--- src/sv/ilt_pkg.sv ---
// ----------------------------------------------------------------------------
// ilt_pkg: shared types and constants for the INI line tokenizer
// Transfer structs, the command word passed from front to back, character
// and code constants, and the whitespace test.
// ----------------------------------------------------------------------------
package ilt_pkg;

    // Sizing
    localparam int PENDING_DEPTH = 32;
    localparam int POSITION_BITS = 16;
    localparam int PEND_IDX_W    = $clog2(PENDING_DEPTH);
    localparam int PEND_CNT_W    = $clog2(PENDING_DEPTH + 1);
    localparam int QUEUE_DEPTH   = 4;
    localparam int QUEUE_PTR_W   = $clog2(QUEUE_DEPTH);
    localparam int QUEUE_CNT_W   = $clog2(QUEUE_DEPTH + 1);
    localparam int OFFSET_W      = 16;
    localparam int LINE_W        = 32;

    localparam logic [PEND_CNT_W-1:0]    PEND_FULL = PEND_CNT_W'(PENDING_DEPTH);
    localparam logic [PEND_CNT_W-1:0]    PEND_ONE  = PEND_CNT_W'(1);
    localparam logic [POSITION_BITS-1:0] POS_ONE   = POSITION_BITS'(1);
    localparam logic [POSITION_BITS-1:0] POS_MAX   = '1;
    localparam logic [LINE_W-1:0]        LINE_ONE  = LINE_W'(1);
    localparam logic [QUEUE_PTR_W-1:0]   QPTR_ONE  = QUEUE_PTR_W'(1);
    localparam logic [QUEUE_CNT_W-1:0]   QCNT_ONE  = QUEUE_CNT_W'(1);
    localparam logic [QUEUE_CNT_W-1:0]   QCNT_FULL = QUEUE_CNT_W'(QUEUE_DEPTH);

    // Characters
    localparam logic [7:0] CH_HASH   = 8'h23;
    localparam logic [7:0] CH_SEMI   = 8'h3B;
    localparam logic [7:0] CH_LBRACK = 8'h5B;
    localparam logic [7:0] CH_RBRACK = 8'h5D;
    localparam logic [7:0] CH_EQUAL  = 8'h3D;

    // Record types
    localparam logic REC_CHAR    = 1'b0;
    localparam logic REC_SUMMARY = 1'b1;

    // Roles
    localparam logic [1:0] ROLE_SECTION = 2'd0;
    localparam logic [1:0] ROLE_KEY     = 2'd1;
    localparam logic [1:0] ROLE_VALUE   = 2'd2;
    localparam logic [1:0] ROLE_COMMENT = 2'd3;

    // Line kinds
    localparam logic [2:0] KIND_COMMENT  = 3'd0;
    localparam logic [2:0] KIND_SECTION  = 3'd1;
    localparam logic [2:0] KIND_KEY      = 3'd2;
    localparam logic [2:0] KIND_MISSING  = 3'd3;
    localparam logic [2:0] KIND_OVERFLOW = 3'd4;

    typedef struct packed {
        logic [7:0] symbol;
        logic       ends_line;
    } ilt_item_t;

    typedef struct packed {
        logic                record_type;
        logic [7:0]          out_symbol;
        logic [1:0]          role;
        logic [2:0]          line_kind;
        logic [OFFSET_W-1:0] error_offset;
        logic [LINE_W-1:0]   line_number;
        logic                last;
    } ilt_result_t;

    // Work for one accepted byte, in execution order:
    // hold whitespace, flush held whitespace, emit char, emit summary.
    typedef struct packed {
        logic                  ws_wr;
        logic [PEND_IDX_W-1:0] ws_idx;
        logic [PEND_CNT_W-1:0] flush_n;
        logic                  emit_char;
        logic [7:0]            symbol;
        logic [1:0]            role;
        logic                  emit_sum;
        logic [2:0]            kind;
        logic [OFFSET_W-1:0]   offset;
        logic [LINE_W-1:0]     line;
    } ilt_cmd_t;

    function automatic logic is_space(input logic [7:0] c);
        return (c == 8'h20) || ((c >= 8'h09) && (c <= 8'h0D));
    endfunction

endpackage

--- src/sv/ini_line_tokenizer_top.sv ---
// ----------------------------------------------------------------------------
// ini_line_tokenizer_top: streaming INI line tokenizer
// Path: command queue, emitter command register, then output register.
// Throughput: one record per cycle from the emitter while the output is not
// stalled (held whitespace replays one byte a cycle); a held space makes no
// record, a dropped byte makes no command; a 4-entry queue absorbs bursts.
// Reset: asynchronous, clears line state, counters, error latch and queue.
// ----------------------------------------------------------------------------
module ini_line_tokenizer_top (
    input  logic                 clk,
    input  logic                 rst_n,
    input  logic                 item_valid,
    output logic                 item_stall,
    input  ilt_pkg::ilt_item_t   item,
    output logic                 result_valid,
    input  logic                 result_stall,
    output ilt_pkg::ilt_result_t result
);
    import ilt_pkg::*;

    ilt_cmd_t cmd;
    ilt_cmd_t head;
    logic     push;
    logic     queue_full;
    logic     head_valid;
    logic     pop;

    // Classify incoming bytes
    ilt_front u_front (
        .clk        (clk),
        .rst_n      (rst_n),
        .item_valid (item_valid),
        .item_stall (item_stall),
        .item       (item),
        .push       (push),
        .cmd        (cmd),
        .queue_full (queue_full)
    );

    // Decouple classifier from emitter
    ilt_queue u_queue (
        .clk        (clk),
        .rst_n      (rst_n),
        .push       (push),
        .push_data  (cmd),
        .full       (queue_full),
        .pop        (pop),
        .head_valid (head_valid),
        .head       (head)
    );

    // Emit records
    ilt_back u_back (
        .clk          (clk),
        .rst_n        (rst_n),
        .head_valid   (head_valid),
        .head         (head),
        .pop          (pop),
        .result_valid (result_valid),
        .result_stall (result_stall),
        .result       (result)
    );

endmodule

--- src/sv/ilt_front.sv ---
// ----------------------------------------------------------------------------
// ilt_front: line classifier
// Accepts one byte per transfer, tracks the line phase, trimming state and
// positions, and turns each byte into a command for the back end.
// ----------------------------------------------------------------------------
module ilt_front (
    input  logic               clk,
    input  logic               rst_n,
    input  logic               item_valid,
    output logic               item_stall,
    input  ilt_pkg::ilt_item_t item,
    output logic               push,
    output ilt_pkg::ilt_cmd_t  cmd,
    input  logic               queue_full
);
    import ilt_pkg::*;

    localparam logic [2:0] PH_START   = 3'd0;
    localparam logic [2:0] PH_COMMENT = 3'd1;
    localparam logic [2:0] PH_SECTION = 3'd2;
    localparam logic [2:0] PH_AFTER   = 3'd3;
    localparam logic [2:0] PH_KEY     = 3'd4;
    localparam logic [2:0] PH_VALUE   = 3'd5;

    logic [2:0]               phase_reg, phase_next;
    logic                     fs_reg, fs_next;
    logic [PEND_CNT_W-1:0]    cnt_reg, cnt_next;
    logic [POSITION_BITS-1:0] pos_reg, pos_next;
    logic [POSITION_BITS-1:0] cend_reg, cend_next;
    logic [LINE_W-1:0]        line_reg, line_next;
    logic                     err_reg, err_next;

    logic                     ws;
    logic                     fb_active;
    logic [1:0]               fb_role;
    logic                     ovf;
    logic                     take;
    logic [POSITION_BITS-1:0] pos_inc;

    // Drop bytes silently once an error is latched
    assign item_stall = !err_reg && queue_full;
    assign take       = item_valid && !item_stall && !err_reg;
    assign push       = take && (cmd.ws_wr || cmd.emit_char || cmd.emit_sum);

    assign ws      = is_space(item.symbol);
    assign pos_inc = (pos_reg == POS_MAX) ? pos_reg : pos_reg + POS_ONE;

    // Classify the byte and build its command
    always_comb
    begin
        phase_next = phase_reg;
        fs_next    = fs_reg;
        cnt_next   = cnt_reg;
        pos_next   = pos_reg;
        line_next  = line_reg;
        err_next   = err_reg;
        cend_next  = ws ? cend_reg : pos_inc;
        fb_active  = 1'b0;
        fb_role    = ROLE_SECTION;
        ovf        = 1'b0;
        cmd        = '0;
        cmd.symbol = item.symbol;
        cmd.line   = line_reg + LINE_ONE;

        case (phase_reg)
            PH_START:
            begin
                if (!ws)
                begin
                    if ((item.symbol == CH_HASH) || (item.symbol == CH_SEMI))
                    begin
                        phase_next    = PH_COMMENT;
                        cmd.emit_char = 1'b1;
                        cmd.role      = ROLE_COMMENT;
                        fs_next       = 1'b1;
                    end
                    else if (item.symbol == CH_LBRACK)
                    begin
                        phase_next = PH_SECTION;
                        fs_next    = 1'b0;
                    end
                    else if (item.symbol == CH_EQUAL)
                    begin
                        phase_next = PH_VALUE;
                        fs_next    = 1'b0;
                    end
                    else
                    begin
                        phase_next    = PH_KEY;
                        cmd.emit_char = 1'b1;
                        cmd.role      = ROLE_KEY;
                        fs_next       = 1'b1;
                    end
                end
            end
            PH_COMMENT:
            begin
                fb_active = 1'b1;
                fb_role   = ROLE_COMMENT;
            end
            PH_SECTION:
            begin
                if (item.symbol == CH_RBRACK)
                begin
                    phase_next = PH_AFTER;
                    cnt_next   = '0;
                    fs_next    = 1'b0;
                end
                else
                begin
                    fb_active = 1'b1;
                    fb_role   = ROLE_SECTION;
                end
            end
            PH_KEY:
            begin
                if (item.symbol == CH_EQUAL)
                begin
                    phase_next = PH_VALUE;
                    cnt_next   = '0;
                    fs_next    = 1'b0;
                end
                else
                begin
                    fb_active = 1'b1;
                    fb_role   = ROLE_KEY;
                end
            end
            PH_VALUE:
            begin
                fb_active = 1'b1;
                fb_role   = ROLE_VALUE;
            end
            default:
            begin
            end
        endcase

        // Field byte: hold inner whitespace, or flush it ahead of content
        if (fb_active)
        begin
            if (ws)
            begin
                if (fs_reg)
                begin
                    if (cnt_reg < PEND_FULL)
                    begin
                        cmd.ws_wr  = 1'b1;
                        cmd.ws_idx = cnt_reg[PEND_IDX_W-1:0];
                        cnt_next   = cnt_reg + PEND_ONE;
                    end
                    else
                    begin
                        ovf = 1'b1;
                    end
                end
            end
            else
            begin
                cmd.flush_n   = cnt_reg;
                cmd.emit_char = 1'b1;
                cmd.role      = fb_role;
                cnt_next      = '0;
                fs_next       = 1'b1;
            end
        end

        // Close the line, or report overflow at once
        if (ovf)
        begin
            cmd.emit_sum = 1'b1;
            cmd.kind     = KIND_OVERFLOW;
            cmd.offset   = OFFSET_W'(cend_next);
            err_next     = 1'b1;
            line_next    = cmd.line;
        end
        else
        begin
            pos_next = pos_inc;
            if (item.ends_line)
            begin
                case (phase_next)
                    PH_COMMENT:
                    begin
                        cmd.emit_sum = 1'b1;
                        cmd.kind     = KIND_COMMENT;
                    end
                    PH_AFTER:
                    begin
                        cmd.emit_sum = 1'b1;
                        cmd.kind     = KIND_SECTION;
                    end
                    PH_VALUE:
                    begin
                        cmd.emit_sum = 1'b1;
                        cmd.kind     = KIND_KEY;
                    end
                    PH_SECTION, PH_KEY:
                    begin
                        cmd.emit_sum = 1'b1;
                        cmd.kind     = KIND_MISSING;
                        cmd.offset   = OFFSET_W'(cend_next);
                        err_next     = 1'b1;
                    end
                    default:
                    begin
                    end
                endcase
                line_next  = cmd.line;
                phase_next = PH_START;
                fs_next    = 1'b0;
                cnt_next   = '0;
                pos_next   = '0;
                cend_next  = '0;
            end
        end
    end

    // Advance line state on each taken byte
    always_ff @(posedge clk or negedge rst_n)
    begin
        if (!rst_n)
        begin
            phase_reg <= PH_START;
            fs_reg    <= 1'b0;
            cnt_reg   <= '0;
            pos_reg   <= '0;
            cend_reg  <= '0;
            line_reg  <= '0;
            err_reg   <= 1'b0;
        end
        else if (take)
        begin
            phase_reg <= phase_next;
            fs_reg    <= fs_next;
            cnt_reg   <= cnt_next;
            pos_reg   <= pos_next;
            cend_reg  <= cend_next;
            line_reg  <= line_next;
            err_reg   <= err_next;
        end
    end

`ifndef SYNTHESIS
    a_cnt_bound: assert property (@(posedge clk) disable iff (!rst_n)
        cnt_reg <= PEND_FULL)
        else $error("held whitespace count beyond buffer depth");

    a_start_empty: assert property (@(posedge clk) disable iff (!rst_n)
        phase_reg == PH_START |-> cnt_reg == '0 && !fs_reg)
        else $error("line start with held whitespace or open field");

    a_flush_has_char: assert property (@(posedge clk) disable iff (!rst_n)
        push && cmd.flush_n != '0 |-> cmd.emit_char && !cmd.ws_wr)
        else $error("flush command without a content byte");
`endif

endmodule

--- src/sv/ilt_queue.sv ---
// ----------------------------------------------------------------------------
// ilt_queue: command queue
// Short FIFO between classifier and emitter so each side stalls on its own.
// ----------------------------------------------------------------------------
module ilt_queue (
    input  logic              clk,
    input  logic              rst_n,
    input  logic              push,
    input  ilt_pkg::ilt_cmd_t push_data,
    output logic              full,
    input  logic              pop,
    output logic              head_valid,
    output ilt_pkg::ilt_cmd_t head
);
    import ilt_pkg::*;

    ilt_cmd_t               slot_reg [QUEUE_DEPTH];
    logic [QUEUE_PTR_W-1:0] wr_ptr_reg;
    logic [QUEUE_PTR_W-1:0] rd_ptr_reg;
    logic [QUEUE_CNT_W-1:0] count_reg;

    assign full       = (count_reg == QCNT_FULL);
    assign head_valid = (count_reg != '0);
    assign head       = slot_reg[rd_ptr_reg];

    // Store pushed commands
    always_ff @(posedge clk)
    begin
        if (push)
        begin
            slot_reg[wr_ptr_reg] <= push_data;
        end
    end

    // Advance pointers and occupancy
    always_ff @(posedge clk or negedge rst_n)
    begin
        if (!rst_n)
        begin
            wr_ptr_reg <= '0;
            rd_ptr_reg <= '0;
            count_reg  <= '0;
        end
        else
        begin
            if (push)
            begin
                wr_ptr_reg <= wr_ptr_reg + QPTR_ONE;
            end
            if (pop)
            begin
                rd_ptr_reg <= rd_ptr_reg + QPTR_ONE;
            end
            if (push && !pop)
            begin
                count_reg <= count_reg + QCNT_ONE;
            end
            else if (pop && !push)
            begin
                count_reg <= count_reg - QCNT_ONE;
            end
        end
    end

`ifndef SYNTHESIS
    a_no_overrun: assert property (@(posedge clk) disable iff (!rst_n)
        full |-> !push)
        else $error("push into full command queue");

    a_no_underrun: assert property (@(posedge clk) disable iff (!rst_n)
        pop |-> head_valid)
        else $error("pop from empty command queue");
`endif

endmodule

--- src/sv/ilt_back.sv ---
// ----------------------------------------------------------------------------
// ilt_back: record emitter
// Executes queued commands: holds whitespace in the pending buffer, replays
// it ahead of content bytes, and drives one record per cycle unless stalled.
// ----------------------------------------------------------------------------
module ilt_back (
    input  logic                 clk,
    input  logic                 rst_n,
    input  logic                 head_valid,
    input  ilt_pkg::ilt_cmd_t    head,
    output logic                 pop,
    output logic                 result_valid,
    input  logic                 result_stall,
    output ilt_pkg::ilt_result_t result
);
    import ilt_pkg::*;

    localparam logic [1:0] BK_IDLE  = 2'd0;
    localparam logic [1:0] BK_FLUSH = 2'd1;
    localparam logic [1:0] BK_CHAR  = 2'd2;
    localparam logic [1:0] BK_SUM   = 2'd3;

    logic [7:0]            pend_mem [PENDING_DEPTH];
    logic [7:0]            rd_data_reg;
    ilt_cmd_t              cur_reg, cur_next;
    logic [PEND_CNT_W-1:0] idx_reg, idx_next;
    logic [1:0]            ph_reg, ph_next;
    logic                  result_valid_reg;
    ilt_result_t           result_reg;

    logic                  out_free;
    logic                  emit;
    logic                  fin;
    logic                  flush_done;
    logic [PEND_CNT_W-1:0] idx_inc;
    logic [1:0]            first_ph;
    logic                  rd_en;
    logic [PEND_IDX_W-1:0] rd_addr;
    ilt_result_t           rec;

    assign result_valid = result_valid_reg;
    assign result       = result_reg;

    assign out_free   = !result_valid_reg || !result_stall;
    assign emit       = (ph_reg != BK_IDLE) && out_free;
    assign idx_inc    = idx_reg + PEND_ONE;
    assign flush_done = (idx_inc == cur_reg.flush_n);
    assign fin        = emit && rec.last;
    assign pop        = head_valid && ((ph_reg == BK_IDLE) || fin);

    // First step of the command at the queue head
    always_comb
    begin
        if (head.flush_n != '0)
        begin
            first_ph = BK_FLUSH;
        end
        else if (head.emit_char)
        begin
            first_ph = BK_CHAR;
        end
        else if (head.emit_sum)
        begin
            first_ph = BK_SUM;
        end
        else
        begin
            first_ph = BK_IDLE;
        end
    end

    // Build the record for the current step
    always_comb
    begin
        rec             = '0;
        rec.line_number = cur_reg.line;
        case (ph_reg)
            BK_FLUSH:
            begin
                rec.record_type = REC_CHAR;
                rec.out_symbol  = rd_data_reg;
                rec.role        = cur_reg.role;
                rec.last        = flush_done && !cur_reg.emit_char && !cur_reg.emit_sum;
            end
            BK_CHAR:
            begin
                rec.record_type = REC_CHAR;
                rec.out_symbol  = cur_reg.symbol;
                rec.role        = cur_reg.role;
                rec.last        = !cur_reg.emit_sum;
            end
            BK_SUM:
            begin
                rec.record_type  = REC_SUMMARY;
                rec.line_kind    = cur_reg.kind;
                rec.error_offset = cur_reg.offset;
                rec.last         = 1'b1;
            end
            default:
            begin
            end
        endcase
    end

    // Step sequencing; chain straight into the next command on the last record
    always_comb
    begin
        cur_next = cur_reg;
        idx_next = idx_reg;
        ph_next  = ph_reg;
        if (pop)
        begin
            cur_next = head;
            idx_next = '0;
            ph_next  = first_ph;
        end
        else if (fin)
        begin
            ph_next = BK_IDLE;
        end
        else if (emit)
        begin
            case (ph_reg)
                BK_FLUSH:
                begin
                    idx_next = idx_inc;
                    if (flush_done)
                    begin
                        ph_next = cur_reg.emit_char ? BK_CHAR : BK_SUM;
                    end
                end
                BK_CHAR:
                begin
                    ph_next = BK_SUM;
                end
                default:
                begin
                end
            endcase
        end
    end

    // Prefetch the next held byte so it is ready when the slot frees
    assign rd_en   = pop || (emit && (ph_reg == BK_FLUSH) && !flush_done);
    assign rd_addr = pop ? '0 : idx_inc[PEND_IDX_W-1:0];

    // Pending whitespace buffer
    always_ff @(posedge clk)
    begin
        if (pop && head.ws_wr)
        begin
            pend_mem[head.ws_idx] <= head.symbol;
        end
        if (rd_en)
        begin
            rd_data_reg <= pend_mem[rd_addr];
        end
    end

    // Hold the current command
    always_ff @(posedge clk)
    begin
        cur_reg <= cur_next;
    end

    always_ff @(posedge clk or negedge rst_n)
    begin
        if (!rst_n)
        begin
            ph_reg  <= BK_IDLE;
            idx_reg <= '0;
        end
        else
        begin
            ph_reg  <= ph_next;
            idx_reg <= idx_next;
        end
    end

    // Output register: load on emit, drop once transferred
    always_ff @(posedge clk or negedge rst_n)
    begin
        if (!rst_n)
        begin
            result_valid_reg <= 1'b0;
        end
        else if (emit)
        begin
            result_valid_reg <= 1'b1;
        end
        else if (!result_stall)
        begin
            result_valid_reg <= 1'b0;
        end
    end

    always_ff @(posedge clk)
    begin
        if (emit)
        begin
            result_reg <= rec;
        end
    end

`ifndef SYNTHESIS
    a_flush_range: assert property (@(posedge clk) disable iff (!rst_n)
        ph_reg == BK_FLUSH |-> idx_reg < cur_reg.flush_n)
        else $error("whitespace replay past held count");

    a_summary_last: assert property (@(posedge clk) disable iff (!rst_n)
        result_valid && result.record_type == REC_SUMMARY |-> result.last)
        else $error("line summary not marked last");

    a_char_clean: assert property (@(posedge clk) disable iff (!rst_n)
        result_valid && result.record_type == REC_CHAR
        |-> result.line_kind == KIND_COMMENT && result.error_offset == '0)
        else $error("character record carries summary fields");
`endif

endmodule
--- config.mk ---
export PLATFORM = sky130hd
export DESIGN_NAME = ini_line_tokenizer_top
export DESIGN_NICKNAME = d
export VERILOG_FILES = /design/src/sv/ilt_pkg.sv /design/src/sv/ini_line_tokenizer_top.sv /design/src/sv/ilt_front.sv /design/src/sv/ilt_queue.sv /design/src/sv/ilt_back.sv
export SDC_FILE = /design/constraint.sdc
export NUM_CORES = 1
export LEC_CHECK = 0
export ABC_AREA = 1
export ABC_CLOCK_PERIOD_IN_PS = 6200
export BUFFER_PORTS_ARGS = -buffer_cell sky130_fd_sc_hd__buf_2
export CORE_ASPECT_RATIO = 1.75
export CORE_MARGIN = 8
export CORE_UTILIZATION = 52
export CTS_CLUSTER_DIAMETER = 200
export CTS_CLUSTER_SIZE = 8
export DETAILED_ROUTE_END_ITERATION = 6
export GPL_TIMING_DRIVEN = 0
export HOLD_SLACK_MARGIN = 0.08
export PLACE_DENSITY = 0.68
export SLEW_MARGIN = 40
export SYNTH_ARGS = -nofsm -noshare
export SYNTH_HDL_FRONTEND = slang
export SYNTH_SLANG_ARGS = --single-unit
--- constraint.sdc ---
create_clock -name clk -period 6.2 [get_ports clk]
set_clock_uncertainty 0.1 [all_clocks]
set_input_delay 0.31 -clock clk [delete_from_list [all_inputs] [get_ports clk]]
set_output_delay 0.31 -clock clk [all_outputs]
set_load 0.005 [all_outputs]
==> results of run 1 <==
worst max-delay path, stage by stage (launching register included):
cell	delay, ns
dfrtp_1	0.50
ha_1	0.56
xnor2_1	0.16
nand2_1	0.07
nor2_1	0.13
nand2_1	0.08
nor2_2	0.12
nand3_1	0.11
nand2_1	0.09
nand2_1	0.07
nand2_2	0.12
nand2_4	0.12
inv_6	0.26
buf_16	0.33
nand2_1	0.35
clkbuf_1	0.44
nor3_2	0.74
final timing paths:
kind | from | end | slack (ns) | depth (start not counted)
setup / recovery | u_back.idx_reg[0]$_DFFE_PN0P_ | u_back.pend_mem[20][5]$_DFFE_PP_ | 1.46 | 16
hold / removal | item_valid | u_front.phase_reg[1]$_DFFE_PN0P_ | 0.17 | 4
min in group asynchronous | rst_n | u_back.idx_reg[0]$_DFFE_PN0P_ | 0.63 | 4
setup reg to reg | u_back.idx_reg[0]$_DFFE_PN0P_ | u_back.pend_mem[20][5]$_DFFE_PP_ | 1.46 | 16
max in group asynchronous | rst_n | u_front.pos_reg[8]$_DFFE_PN0P_ | 4.94 | 4
hold reg to reg | u_back.cur_reg[24]$_DFFE_PP_ | u_back.result[25]$_DFFE_PP_ | 0.31 | 0
timing repair:
action	4_1_cts	5_1_grt
hold endpoints to repair	133	0
resized for setup	0	0
hold buffers	13	0
cells by family (layout without fill, tap and decap cells):
family                     after synthesis  after routing  synth area share
xor gates and xnor gates                48             48            0.0130
muxes                                    1              1          0.000347
and+or+nand+nor                       1034           1034             0.140
DFF                                    787            787             0.714
AOI/OAI and AO/OA                      437            437            0.0790
adders and majority gates               14             14           0.00563
buffers and inverters                  378            700            0.0475
power breakdown:
group          switching, uW  internal (uW)  total, uW
registers                207           6890       7100
logic                   4720           1730       6450
clock network           2190           3280       5470
total                   7120          11900      19000
final cells by class:
cell class	instances	area, um^2	area share
tap	799	1000	0.0262
inverter	240	911	0.0239
buffer	138	642	0.0168
clock inverter	7	105	0.00275
timing repair buffer	127	1350	0.0354
clock buffer	188	3020	0.0792
sequential	787	23200	0.607
multi-input combinational	1534	7980	0.209
per-layer routing:
layer | vias to the layer above | track usage | part of all wire | wire (um)
met2 | 880 | 0.461 | 0.53 | 48300
met3 | 293 | 0.0373 | 0.049 | 4460
met1 | 10800 | 0.262 | 0.34 | 30700
li1 | 10100 | - | - | -
met4 | 0 | 0.189 | 0.081 | 7330
met5 | - | 0 | 0 | 0
through the flow:
stage / cells / setup TNS, ns / setup WS, ns / util
floorplan: 2699 / 0 / 0.596 / -
global placement: 3575 / -1094.42 / -2.84 / 0.547
detailed placement: 3612 / 0 / 1.55 / 0.564
CTS: 3820 / 0 / 1.53 / 0.616
global route: 3820 / 0 / 1.24 / 0.617
finish: 3820 / 0 / 1.46 / 0.617
cell usage in the layout (no fill, tap or decap), drive strengths merged, types with 50 or more instances in the layout:
master	n
clkbuf	277
a21oi	50
nor2	240
o2111ai	57
o21ai	224
nand2	418
nand3	249
edfxtp	696
o22ai	92
inv	243
or2	57
dfrtp	91
buf	164
==> impl_table.tex, run 1 <==
\begin{tabular}{lr}
\hline
Metric & Value \\
\hline
\multicolumn{2}{l}{\textbf{Outcome}} \\
Outcome & finished clean \\
\multicolumn{2}{l}{\textbf{Yosys}} \\
Top cells by area, synth & edfxtp\_1, dfrtp\_1, nand2\_1 \\
Post-synthesis sequential area ratio & 0.714 \\
Most used standard cells in the synthesized netlist & edfxtp\_1, nand2\_1, nand3\_1, nor2\_1, inv\_1 \\
Area share of the largest cell type after synthesis & 0.644 \\
Async set-reset flop share out of synthesis & 0.116 \\
Post-synth top area cell & edfxtp\_1 \\
Synthesized cell area & 32500 um\^{}2 \\
Synthesized net count & 2726 \\
Synthesized area per cell & 12.0 um\^{}2 \\
Distinct cells, synth & 43 \\
Gate count after technology mapping & 2699 \\
Number of enable-type register cells in the synthesized netlist & 696 \\
Dominant synthesized flop cell & edfxtp\_1 \\
Yosys reg bits & 787 \\
Top-count cell post-synth & edfxtp\_1 \\
Count of yosys warnings during synthesis & 0 \\
\multicolumn{2}{l}{\textbf{Floorplan}} \\
Floorplan row count & 121 \\
Core region area & 61900 um\^{}2 \\
Initial core utilization & 0.524 \\
Die height & 346 um \\
Die Outline Area & 71000 um\^{}2 \\
Top-level I/O count & 78 \\
Die X-Extent & 205 um \\
\multicolumn{2}{l}{\textbf{STA}} \\
RSZ-0062 raised after global routing & no \\
Final hold slack & 0.167 ns \\
Fraction of the cycle the final worst path needs & 0.765 \\
Final-report setup violation count & 0 \\
Maximum clock frequency & 0.211 GHz \\
Least-Margin Pin Slew & 0.855 ns \\
Fin. max-slew vios & 0 \\
Number of hold violations in the final report & 0 \\
Worst-case headroom to the max-slew limit & 0.430 \\
Fin crit period & 4.74 ns \\
\multicolumn{2}{l}{\textbf{Clocking}} \\
CTS HTree Levels & 3 \\
Clock network latency to the later pin of the worst-skew pair & 0.68 ns \\
TritonCTS clock tree & built \\
Maximum clock path buffer count & 3 \\
Number of buffers inserted during clock tree synthesis & 108 \\
Post-CTS setup buffer count & 0 \\
Clock-pin slew on the worst setup and hold paths & 0.06 ns \\
Clock tree root driver cell & clkbuf\_16 \\
Clock sink count & 787 \\
\multicolumn{2}{l}{\textbf{Place}} \\
Buffers added on ports & 77 \\
RePlAce Congestion & 0.972 \\
Area post-placement & 34900 um\^{}2 \\
Total half-perimeter wirelength after legalization and detailed placement & 64200 um \\
\multicolumn{2}{l}{\textbf{Detailed routing}} \\
Vias after detailed routing & 22100 \\
Via density & 5.78 \\
Number of DRC markers in iteration 0 & 1808 \\
DRC viols & 0 \\
Detailed Route WL & 90800 um \\
DRT antenna net count & 0 \\
First-pass detailed-route iteration total & 6 \\
Average routed wire per standard cell & 23.8 um \\
\multicolumn{2}{l}{\textbf{Power and ir drop}} \\
P per Cell Area & 498 nW/um\^{}2 \\
Peak ir drop on the vdd network & 0.292 mV \\
Leak pwr & 0.0142 uW \\
Total design power & 19000 uW \\
\multicolumn{2}{l}{\textbf{GRT}} \\
Via count of the first global-routing pass & 22800 \\
Initial antenna violation count & 0 \\
Total grt overflow & 0 \\
Pin count of the biggest net entering global routing & 64 \\
Tot GR Track Use & 0.255 \\
Global-route wire length before repair & 136000 um \\
\multicolumn{2}{l}{\textbf{Setup path}} \\
Worst Setup End Kind & register \\
Required time of the critical path & 6.40 ns \\
Crit path DAT & 4.94 ns \\
Setup CP Type & register to register \\
Element type at the critical path start & register \\
Crit path max fanout & 49 \\
\multicolumn{2}{l}{\textbf{Final layout}} \\
Count of inserted antenna diode cells & 0 \\
Area Overhead vs Synth & 17.7\% \\
Share of post-route cells with drive strength above 1 & 0.129 \\
Max reg flops & 300 \\
Final net count & 2963 \\
Layout fillers & 4732 \\
Post-layout instance area & 38200 um\^{}2 \\
\multicolumn{2}{l}{\textbf{Job}} \\
Total of max-cap violations & 0 \\
\multicolumn{2}{l}{\textbf{Min path}} \\
Type of the tightest min-delay check & input port to register \\
\hline
\end{tabular}
No activity file was read; power rests on OpenSTA's default activity.
==> run 2: changes to the inputs <==
Settings changed: ABC_CLOCK_PERIOD_IN_PS 6200 to 4400.
Clock period 6.2 ns to 4.4 ns, I/O delays scaled along.
==> run 2 against run 1 <==
Effect of this change: cell count is 0.71% higher; global-route usage is 0.28 points higher; worst hold slack better by 0.068 ns; register-to-register slack worse by 1.2 ns; wire length is 1.2% higher; power is 42% higher; clock power is 42% higher; via count is 0.74% higher; utilization is 0.65 points higher; setup slack worse by 1.2 ns; largest power group unchanged.
==> impl_table.tex, run 2 (synthesis results as in run 1) <==
\begin{tabular}{lr}
\hline
Metric & Value \\
\hline
\multicolumn{2}{l}{\textbf{Outcome}} \\
Outcome & finished clean \\
\multicolumn{2}{l}{\textbf{Floorplan}} \\
Floorplan row count & 121 (unchanged) \\
Initial core utilization & 0.524 (unchanged) \\
Die height & 346 um (unchanged) \\
Top-level I/O count & 78 (unchanged) \\
Die Outline Area & 71000 um\^{}2 (unchanged) \\
Die X-Extent & 205 um (unchanged) \\
Core region area & 61900 um\^{}2 (unchanged) \\
\multicolumn{2}{l}{\textbf{STA}} \\
Final-report setup violation count & 0 (unchanged) \\
Fin Setup TNS & 0 ns (unchanged) \\
Fin. max-slew vios & 0 (unchanged) \\
Fin crit period & 4.10 ns (-0.639 ns) \\
Least-Margin Pin Slew & 0.821 ns (-0.0342 ns) \\
Fraction of the cycle the final worst path needs & 0.932 (+0.168) \\
Maximum clock frequency & 0.244 GHz (+16\%) \\
Number of hold violations in the final report & 0 (unchanged) \\
Final critical-path setup slack & 0.297 ns (-1.16 ns) \\
RSZ-0062 raised after global routing & no \\
Worst-case headroom to the max-slew limit & 0.453 (+0.0228) \\
\multicolumn{2}{l}{\textbf{Setup path}} \\
Required time of the critical path & 4.69 ns (-1.71 ns) \\
Element type at the critical path start & register \\
Top cell family by delay on the critical path & simple AND/OR/NAND/NOR gates \\
Slowest cell delay on critical path & 0.51 ns (-0.23 ns) \\
Register-to-register path setup slack & 0.30 ns (-1.16 ns) \\
Worst R2R Start & u\_back.idx\_reg[0]\$\_DFFE\_PN0P\_ \\
Cell repeated most along the worst path & nand2\_1 \\
Ordered cell list for the critical path & ha\_2 -> xnor2\_1 -> nand2\_1 -> nor2\_1 -> nand2\_1 -> nor2\_2 -> nand3\_1 -> nand2\_1 -> nand2\_1 -> nand2\_2 -> nand2\_4 -> inv\_6 -> buf\_16 -> nand2\_2 -> clkbuf\_4 -> nor3\_4 -> buf\_12 \\
Highest-delay cell along the critical path & ha\_2 \\
Cells on worst reg2reg path & 17 (+1) \\
Worst Setup End Kind & register \\
Setup CP Type & register to register \\
Crit path DAT & 4.39 ns (-0.55 ns) \\
Endpoint of the most critical register-to-register path & u\_back.pend\_mem[29][2]\$\_DFFE\_PP\_ \\
Bufs and invs on worst path & 4 (+1) \\
Crit path max fanout & 48 (-2.0\%) \\
\multicolumn{2}{l}{\textbf{Clocking}} \\
TritonCTS clock tree & built \\
Number of buffers inserted during clock tree synthesis & 108 (unchanged) \\
Clock tree root driver cell & clkbuf\_16 \\
Maximum clock path buffer count & 3 (unchanged) \\
Clock-pin slew on the worst setup and hold paths & 0.05 ns (about the same) \\
Clock sink count & 787 (unchanged) \\
CTS HTree Levels & 3 (unchanged) \\
Clock network latency to the later pin of the worst-skew pair & 0.68 ns (about the same) \\
\multicolumn{2}{l}{\textbf{Min path}} \\
Hold path startpoint & result\_stall \\
Endpoint of the worst hold path & u\_back.result\_valid\$\_DFFE\_PN0P\_ \\
Number of cells on the worst hold path & 4 (unchanged) \\
Type of the tightest min-delay check & input port to register \\
\multicolumn{2}{l}{\textbf{GRT}} \\
Total grt overflow & 0 (unchanged) \\
Via count of the first global-routing pass & 23100 (+1.5\%) \\
Met3 layer usage reported by global route & 0.0371 (-0.000187) \\
Most Crowded Layer GR & met2 \\
Global routing usage on met1 & 0.262 (-0.000866) \\
Initial antenna violation count & 0 (unchanged) \\
Global-route wire length before repair & 138000 um (+1.1\%) \\
Pin count of the biggest net entering global routing & 58 (-9.4\%) \\
Global routing usage on met2 & 0.467 (+0.00657) \\
Tot GR Track Use & 0.258 (+0.00281) \\
\multicolumn{2}{l}{\textbf{Detailed routing}} \\
Vias after detailed routing & 22300 (+0.74\%) \\
First-pass detailed-route iteration total & 6 (unchanged) \\
Via density & 5.79 (about the same) \\
Average routed wire per standard cell & 23.9 um (+0.45\%) \\
Detailed Route WL & 91800 um (+1.2\%) \\
DRC viols & 0 (unchanged) \\
Number of DRC markers in iteration 0 & 1797 (-0.61\%) \\
DRT antenna net count & 0 (unchanged) \\
\multicolumn{2}{l}{\textbf{Power and ir drop}} \\
Peak ir drop on the vdd network & 0.444 mV (+52\%) \\
P per Cell Area & 701 nW/um\^{}2 (+41\%) \\
Leak pwr & 0.0144 uW (+1.5\%) \\
\multicolumn{2}{l}{\textbf{Place}} \\
Total half-perimeter wirelength after legalization and detailed placement & 64200 um (about the same) \\
Post-Place Worst Slack & -0.254 ns (-1.81 ns) \\
Placed Cells incl. Taps & 3615 (+0.083\%) \\
RePlAce Congestion & 0.992 (+2.0\%) \\
Buffers added on ports & 77 (unchanged) \\
\multicolumn{2}{l}{\textbf{Final layout}} \\
Layout fillers & 4678 (-1.1\%) \\
Final cell count without fillers & 3847 (+0.71\%) \\
Share of post-route cells with drive strength above 1 & 0.139 (+0.0103) \\
Area Overhead vs Synth & 18.9\% \\
Most used cells in the layout excluding fill and tap cells & edfxtp\_1, nand2\_1, nand3\_1, inv\_1, nor2\_1 \\
Final cell utilization of the core & 0.623 (+0.00653) \\
Final net count & 2984 (+0.71\%) \\
Footprint of the multi-input gates & 8070 um\^{}2 (+1.2\%) \\
Sequential cell area & 23200 um\^{}2 (unchanged) \\
Most common cell after layout, fill and taps aside & edfxtp\_1 \\
Max reg flops & 300 (unchanged) \\
Count of inserted antenna diode cells & 0 (unchanged) \\
\multicolumn{2}{l}{\textbf{Job}} \\
Total of max-cap violations & 0 (unchanged) \\
\hline
\end{tabular}
-- run 2: stage by stage --
stage | power (uW) | instance area (um^2) | hold WS [ns]
global placement | 18500 | 33800 | 0.303
finish | 27000 | 38600 | 0.235
global route | 28000 | 38600 | 0.256
CTS | 27000 | 38500 | 0.217
floorplan | 14800 | 32500 | -0.176
detailed placement | 19100 | 34900 | 0.0220
-- run 2: metal layers --
layer	up-vias	share of wire
met3	292	0.051
met5	-	0
met1	11000	0.34
met2	900	0.53
li1	10100	-
met4	0	0.081
-- run 2: report_power, final --
group	internal, uW	switching (uW)
Clock	4630	3160
Combinational	2460	6800
Sequential	9710	287
Total	16800	10200
-- run 2: tightest hold or removal path, cell delays in order --
cell and delay (ns):
dlygate4sd3_1 0.52, buf_2 0.09, nand2_1 0.07, nand2_1 0.07
-- run 2: how the worst max path moves through the flow --
stage / slack, ns / endpoint / depth (start not counted) / startpoint
after detailed placement: -0.25 / u_back.pend_mem[28][0]$_DFFE_PP_ / 16 / u_back.idx_reg[0]$_DFFE_PN0P_
final: 0.30 / u_back.pend_mem[29][2]$_DFFE_PP_ / 17 / u_back.idx_reg[0]$_DFFE_PN0P_
after floorplan: -1.20 / u_queue.slot_reg[0][0]$_DFFE_PP_ / 13 / u_front.phase_reg[0]$_DFFE_PN0P_
after global placement: -4.57 / u_queue.slot_reg[3][17]$_DFFE_PP_ / 13 / u_front.phase_reg[0]$_DFFE_PN0P_
after CTS: 0.006 / u_back.pend_mem[13][3]$_DFFE_PP_ / 16 / u_back.idx_reg[0]$_DFFE_PN0P_
after global routing: 0.006 / u_queue.slot_reg[3][68]$_DFFE_PP_ / 17 / u_front.phase_reg[2]$_DFFE_PN0P_
-- run 2: area by class of cell --
class	instances	share of cell area
flip-flops and latches	787	0.601
multi-input cells	1534	0.209
clock buffers	193	0.0783
repair buffers	148	0.0406
well taps	799	0.0259
inverters	240	0.0236
plain buffers	138	0.0168
clock inverters	8	0.00503
-- run 2: repair_timing --
item                                    CTS  global route
endpoints found under the setup margin  216           195
gates resized for setup                  24             8
hold endpoints to repair                136             0
hold buffers                             14             0
pin swaps                                 8             4
buffers inserted                         12             5
cloned                                    0             0
